[config.mk]
export PLATFORM = sky130hd
export DESIGN_NAME = csv_field_splitter
export DESIGN_NICKNAME = d
export VERILOG_FILES = /design/src/rtl/core/csv_fs_pkg.sv /design/src/rtl/core/csv_fs_step.sv /design/src/rtl/core/csv_field_splitter.sv
export SDC_FILE = /design/constraint.sdc
export NUM_CORES = 1
export LEC_CHECK = 0
export ABC_AREA = 1
export BUFFER_PORTS_ARGS = -buffer_cell sky130_fd_sc_hd__buf_4
export CORE_MARGIN = 2
export CORE_UTILIZATION = 36
export DETAILED_ROUTE_END_ITERATION = 10
export GPL_ROUTABILITY_DRIVEN = 0
export PLACE_DENSITY_LB_ADDON = 0.12
export SYNTH_ARGS = -nofsm -noshare
export SYNTH_HDL_FRONTEND = slang
export SYNTH_HIERARCHICAL = 1
export SYNTH_SLANG_ARGS = --single-unit
[constraint.sdc]
create_clock -name clk -period 3.6 [get_ports clk]
set_input_delay 0.36 -clock clk [delete_from_list [all_inputs] [get_ports clk]]
set_output_delay 0.36 -clock clk [all_outputs]
set_load 0.01 [all_outputs]
[src/rtl/core/csv_fs_pkg.sv]
// Package for the CSV field splitter: item structs, register indexes,
// quote mode encoding and character constants. No dependencies.
package csv_fs_pkg;

  localparam int CfgIdxW = 1;
  localparam int CfgDataW = 8;

  localparam logic [CfgIdxW-1:0] REG_DELIMITER = 1'b0;
  localparam logic [CfgIdxW-1:0] REG_QUOTE = 1'b1;

  localparam logic [7:0] DELIM_RESET = 8'd44;
  localparam logic [7:0] QUOTE_RESET = 8'd34;

  localparam logic [7:0] CH_LF = 8'h0a;
  localparam logic [7:0] CH_CR = 8'h0d;

  typedef enum logic [2:0] {
    MODE_UNQUOTED = 3'b001,
    MODE_QUOTED   = 3'b010,
    MODE_QSEEN    = 3'b100
  } quote_mode_t;

  typedef struct packed {
    logic [7:0] char_in;
    logic       end_of_input;
  } in_item_t;

  typedef struct packed {
    logic [7:0] data_byte;
    logic       byte_valid;
    logic       field_end;
    logic       record_end;
    logic       input_end;
  } out_item_t;

  typedef struct packed {
    logic      has_result;
    out_item_t item;
  } step_res_t;

endpackage

[src/rtl/core/csv_fs_step.sv]
// Parser state and per-character decode for the CSV field splitter.
// Depends on csv_fs_pkg.
module csv_fs_step (
  input  logic                  clk,
  input  logic                  rst,
  input  logic                  adv,
  input  csv_fs_pkg::in_item_t  item,
  input  logic [7:0]            delimiter_char,
  input  logic [7:0]            quote_char,
  output csv_fs_pkg::step_res_t res
);
  import csv_fs_pkg::*;

  quote_mode_t mode, mode_next;
  logic        field_has_bytes, field_has_bytes_next;
  logic        swallow_lf, swallow_lf_next;

  logic [7:0] c;
  logic       is_lf, is_cr;

  assign c = item.char_in;
  assign is_lf = (c == CH_LF);
  assign is_cr = (c == CH_CR);

  always_comb begin
    mode_next = mode;
    field_has_bytes_next = field_has_bytes;
    swallow_lf_next = 1'b0;
    res = '0;
    priority if (item.end_of_input) begin
      mode_next = MODE_UNQUOTED;
      field_has_bytes_next = 1'b0;
      res.has_result = 1'b1;
      res.item.field_end = field_has_bytes;
      res.item.record_end = field_has_bytes;
      res.item.input_end = 1'b1;
    end else if (is_lf && swallow_lf) begin
      // drop the LF of a CR LF pair that already ended the record
    end else if (is_lf || is_cr) begin
      res.has_result = 1'b1;
      if (mode == MODE_QUOTED) begin
        field_has_bytes_next = 1'b1;
        res.item.data_byte = CH_LF;
        res.item.byte_valid = 1'b1;
      end else begin
        mode_next = MODE_UNQUOTED;
        field_has_bytes_next = 1'b0;
        swallow_lf_next = is_cr;
        res.item.field_end = 1'b1;
        res.item.record_end = 1'b1;
      end
    end else if (c == delimiter_char) begin
      res.has_result = 1'b1;
      if (mode == MODE_QUOTED) begin
        field_has_bytes_next = 1'b1;
        res.item.data_byte = c;
        res.item.byte_valid = 1'b1;
      end else begin
        mode_next = MODE_UNQUOTED;
        field_has_bytes_next = 1'b0;
        res.item.field_end = 1'b1;
      end
    end else if (c == quote_char) begin
      unique case (mode)
        MODE_UNQUOTED: mode_next = MODE_QUOTED;
        MODE_QUOTED:   mode_next = MODE_QSEEN;
        default: begin
          // doubled quote: emit one literal quote
          mode_next = MODE_QUOTED;
          field_has_bytes_next = 1'b1;
          res.has_result = 1'b1;
          res.item.data_byte = c;
          res.item.byte_valid = 1'b1;
        end
      endcase
    end else begin
      field_has_bytes_next = 1'b1;
      res.has_result = 1'b1;
      res.item.data_byte = c;
      res.item.byte_valid = 1'b1;
    end
  end

  always_ff @(posedge clk) begin
    if (rst) begin
      mode <= MODE_UNQUOTED;
      field_has_bytes <= 1'b0;
      swallow_lf <= 1'b0;
    end else if (adv) begin
      mode <= mode_next;
      field_has_bytes <= field_has_bytes_next;
      swallow_lf <= swallow_lf_next;
    end
  end

endmodule

[src/rtl/core/csv_field_splitter.sv]
// Top level of the CSV field splitter: input register, config registers,
// parser step and output register. Depends on csv_fs_pkg and csv_fs_step.
//
//   port group   dir  handshake              payload
//   in_*         in   in_valid / in_ready    in_item  (char_in, end_of_input)
//   out_*        out  out_valid / out_ready  out_item (data_byte .. input_end)
//   cfg_*        in   cfg_wr_en              cfg_index, cfg_wdata
//
// One item per cycle sustained while the output is not stalled; an item passes the
// input register, then the output register. The limit is the parser state update,
// a handful of byte compares per cycle. An item that yields no result (a quote, a
// swallowed LF) still takes its slot. Synchronous reset clears the parser state and
// valid flags and loads the config registers with their defaults.
// A stalled output holds its item; the input register takes an item while it is empty
// or while the output register can drain.
module csv_field_splitter (
  input  logic                                 clk,
  input  logic                                 rst,
  input  logic                                 in_valid,
  output logic                                 in_ready,
  input  csv_fs_pkg::in_item_t                 in_item,
  output logic                                 out_valid,
  input  logic                                 out_ready,
  output csv_fs_pkg::out_item_t                out_item,
  input  logic                                 cfg_wr_en,
  input  logic [csv_fs_pkg::CfgIdxW-1:0]       cfg_index,
  input  logic [csv_fs_pkg::CfgDataW-1:0]      cfg_wdata
);
  import csv_fs_pkg::*;

  logic       s1_valid;
  in_item_t   s1_item;
  logic       adv;
  logic       out_free;
  step_res_t  res;
  logic [7:0] delimiter_char;
  logic [7:0] quote_char;

  assign out_free = !out_valid || out_ready;
  assign adv = s1_valid && out_free;
  assign in_ready = !s1_valid || adv;

  always_ff @(posedge clk) begin
    if (rst) begin
      delimiter_char <= DELIM_RESET;
      quote_char <= QUOTE_RESET;
    end else if (cfg_wr_en) begin
      unique case (cfg_index)
        REG_DELIMITER: delimiter_char <= cfg_wdata;
        REG_QUOTE:     quote_char <= cfg_wdata;
        default: ;
      endcase
    end
  end

  always_ff @(posedge clk) begin
    if (rst) begin
      s1_valid <= 1'b0;
    end else if (in_ready) begin
      s1_valid <= in_valid;
    end
  end

  always_ff @(posedge clk) begin
    if (in_ready && in_valid) begin
      s1_item <= in_item;
    end
  end

  csv_fs_step u_step (
    .clk            (clk),
    .rst            (rst),
    .adv            (adv),
    .item           (s1_item),
    .delimiter_char (delimiter_char),
    .quote_char     (quote_char),
    .res            (res)
  );

  always_ff @(posedge clk) begin
    if (rst) begin
      out_valid <= 1'b0;
    end else if (out_free) begin
      out_valid <= adv && res.has_result;
    end
  end

  always_ff @(posedge clk) begin
    if (adv && res.has_result) begin
      out_item <= res.item;
    end
  end

  a_accept_fills_stage : assert property (@(posedge clk) disable iff (rst)
    in_valid && in_ready |=> s1_valid)
    else $error("accepted item did not reach the input register");

  a_record_has_field : assert property (@(posedge clk) disable iff (rst)
    out_valid && out_item.record_end |-> out_item.field_end)
    else $error("record end without field end");

  a_byte_alone : assert property (@(posedge clk) disable iff (rst)
    out_valid && out_item.byte_valid |->
      !out_item.field_end && !out_item.input_end)
    else $error("data byte combined with a mark");

  a_idle_byte_zero : assert property (@(posedge clk) disable iff (rst)
    out_valid && !out_item.byte_valid |-> out_item.data_byte == 8'd0)
    else $error("data byte not cleared in a mark item");

endmodule
==> flow_metrics.tcl <==
set metrics [dict create \
    clock_path_buffers 2 \
    rsz0062_at_grt "false" \
    vias 1676 \
    startpoint "s1_item[6]" \
    hold_violations 0 \
    ant_nets 0 \
    placed_cells 379 \
    synth_cell_types 25 \
    cp.arrival_ns 2.04 \
    die_w_microns 82.4 \
    path_clk_slew_ns 0.09 \
    track_usage_pct 14.1 \
    fillers 609 \
    r2r-start "s1_item[6]" \
    max_slew_margin_pct 68.4 \
    rows 28 \
    cts_resized 0 \
    cts.hold.buffers_added 0 \
    synth_edf_count 21 \
    drive_gt1_share_pct 23.7 \
    syn_inst 271 \
    drt_iter0_drc 89 \
    critPathLaunchType "flop" \
    antenna_cells 0 \
    leakagePower_nw 1.26 \
    cts_sinks 44 \
    synth_area_sq_um 2210 \
    synth_flop_cell "dfxtp_1" \
    hp-class "in2reg" \
    fin_skew_ns 0.00985 \
    finalSetupViolCount 0 \
    maxCapViolCount 0 \
    postSynth.asyncResetShare_pct 0 \
    drc 0 \
    die_y_microns 82.4 \
    yosysMostFrequentCell "nand2_1" \
    grt_pass1_wl_microns 7120 \
    totalWireLength_microns 4300 \
    endpoint_kind "flop" \
    syn_area_per_cell_sq_um 8.16 \
    core_sq_um 5920 \
    p_per_area_nw_per_um2 413 \
    peakVddDrop_v 0.000158 \
    worst_ep_required_time_ns 3.59 \
    ys_seq_area_share_pct 49.3 \
    synth_commonest_cells "64 x nand2_1, 38 x inv_1, 36 x nor2_1" \
    r2r_end "out_item[5]" \
    tightest_slew_ns 0.473 \
    final_cells 387 \
    synth_nets 294 \
    path_max_fanout 12 \
    period_share_pct 56.7 \
    wire_per_inst_microns 11.1 \
    cts_buffers 5 \
    yosysTopAreaCellShare_pct 28.5 \
    clock-root-buffer "clkbuf_8" \
    start_util_pct 37.4 \
    post_cts_buffers 0 \
    clock.fmax_ghz 0.490 \
    io_buffers 36 \
    status "finished, final reports clean" \
    cts_tree "built" \
    pin_count 37 \
    first_pass_iters 4 \
    grt-ovfl-total 0 \
    areaGrowthSynthToFinish_pct 19.3 \
    yosys.area.top_type "edfxtp_1" \
    hold-worst-slack_ns 0.240 \
    drt-vias-per-instance 4.33 \
    r2r_slack_ns 1.56 \
    synth_area_leaders "edfxtp_1 29%, dfxtp_1 21%, nand2_1 11%" \
    fin_setup_tns_ns 0 \
    min_period_ns 2.04 \
    grt_start_max_net_pins 18 \
    critical_path_class "reg2reg" \
    drv_slew 0 \
    hpwl_microns 3380 \
    clock_latency_ns 0.29 \
    antenna_found_initial 0 \
    hold_depth 1 \
    crit_end "out_item[5]" \
    grt_pass1_vias 1491 \
    h-tree-depth 2 \
    reg2regPathDepth 11 \
    nNetsFinal 334 \
    ys_seq_elements 44 \
    dieArea_sq_um 6790 \
    yosysWarnings 6 \
]
## layout by cell type, fill, tap and decap left out, drive strengths merged, types with 4 or more instances in the layout
cell	netlist	routed
nor2	43	43
edfxtp	21	21
clkbuf	0	6
nand2	76	76
xnor2	11	11
a21oi	4	4
nand3	18	18
o21ai	10	10
dfxtp	23	23
inv	46	46
nor3	7	7
buf	3	37
## metrics by stage
step	power (mW)	setup WS (ns)	utilization (%)	instance area, sq um
finish	1.09	1.56	44.6	2640
global route	1.15	1.36	44.6	2640
CTS	1.10	1.53	44.6	2640
detailed placement	0.734	1.55	42.8	2530
global placement	0.733	1.60	42.8	2530
floorplan	0.684	1.11	-	2210
## worst min-delay path by stage
stage / startpoint / endpoint
after detailed placement: u_step/field_has_bytes / u_step/field_has_bytes
final: in_item[6] / s1_item[6]
after floorplan: rst / s1_valid
after CTS: in_item[5] / s1_item[5]
after global placement: delimiter_char[6] / delimiter_char[6]
after global routing: in_item[6] / s1_item[6]
## logic make-up (layout without fill, tap and decap cells)
kind of cell | after synthesis | after routing | synth area share [%]
AOI/OAI and AO/OA | 15 | 15 | 3.51
xor gates and xnor gates | 13 | 13 | 5.15
buffers and inverters | 51 | 92 | 10.6
DFF | 44 | 44 | 49.3
and+or+nand+nor | 148 | 148 | 31.4
## layer usage
layer | track usage [%] | vias up | share of wire, % | wire (microns)
li1 | - | 913 | - | -
met1 | 20.2 | 717 | 53 | 2280
met2 | 20.4 | 40 | 41 | 1760
met3 | 3.91 | 6 | 4.3 | 185
met4 | 4.67 | 0 | 1.6 | 68
met5 | 0 | - | 0 | 0
## power breakdown
group	switching (mW)	internal, mW
Combinational	0.0771	0.0647
Clock	0.164	0.206
Sequential	0.0229	0.555
Total	0.264	0.826
## registers in the layout, summed over array words and instances (netlist names)
signal,cells
delimiter_char,8
u_step/swallow_lf,1
out_valid,1
s1_valid,1
u_step/mode,3
s1_item,9
u_step/field_has_bytes,1
out_item,12
quote_char,8
## worst max-delay path, cell delays in order, from the launching register on
cell and delay, ns:
edfxtp_1 0.48, inv_2 0.11, nand2_2 0.07, nor2_4 0.16, nand2_4 0.08, nand2_4 0.09
nor2_4 0.04, nand4_1 0.12, and2_2 0.14, inv_1 0.04, nor3_1 0.17, buf_4 0.23
## cell type report
cell class              count  area, sq um  share of cell area, %
inverters                  47          181                   6.88
well taps                  75         93.8                   3.56
flip-flops and latches     44         1090                   41.3
clock buffers               6         72.6                   2.75
clock inverters             2         35.0                   1.33
multi-input cells         176          887                   33.6
repair buffers             37          278                   10.5
Power figures use the tool's default switching activity.
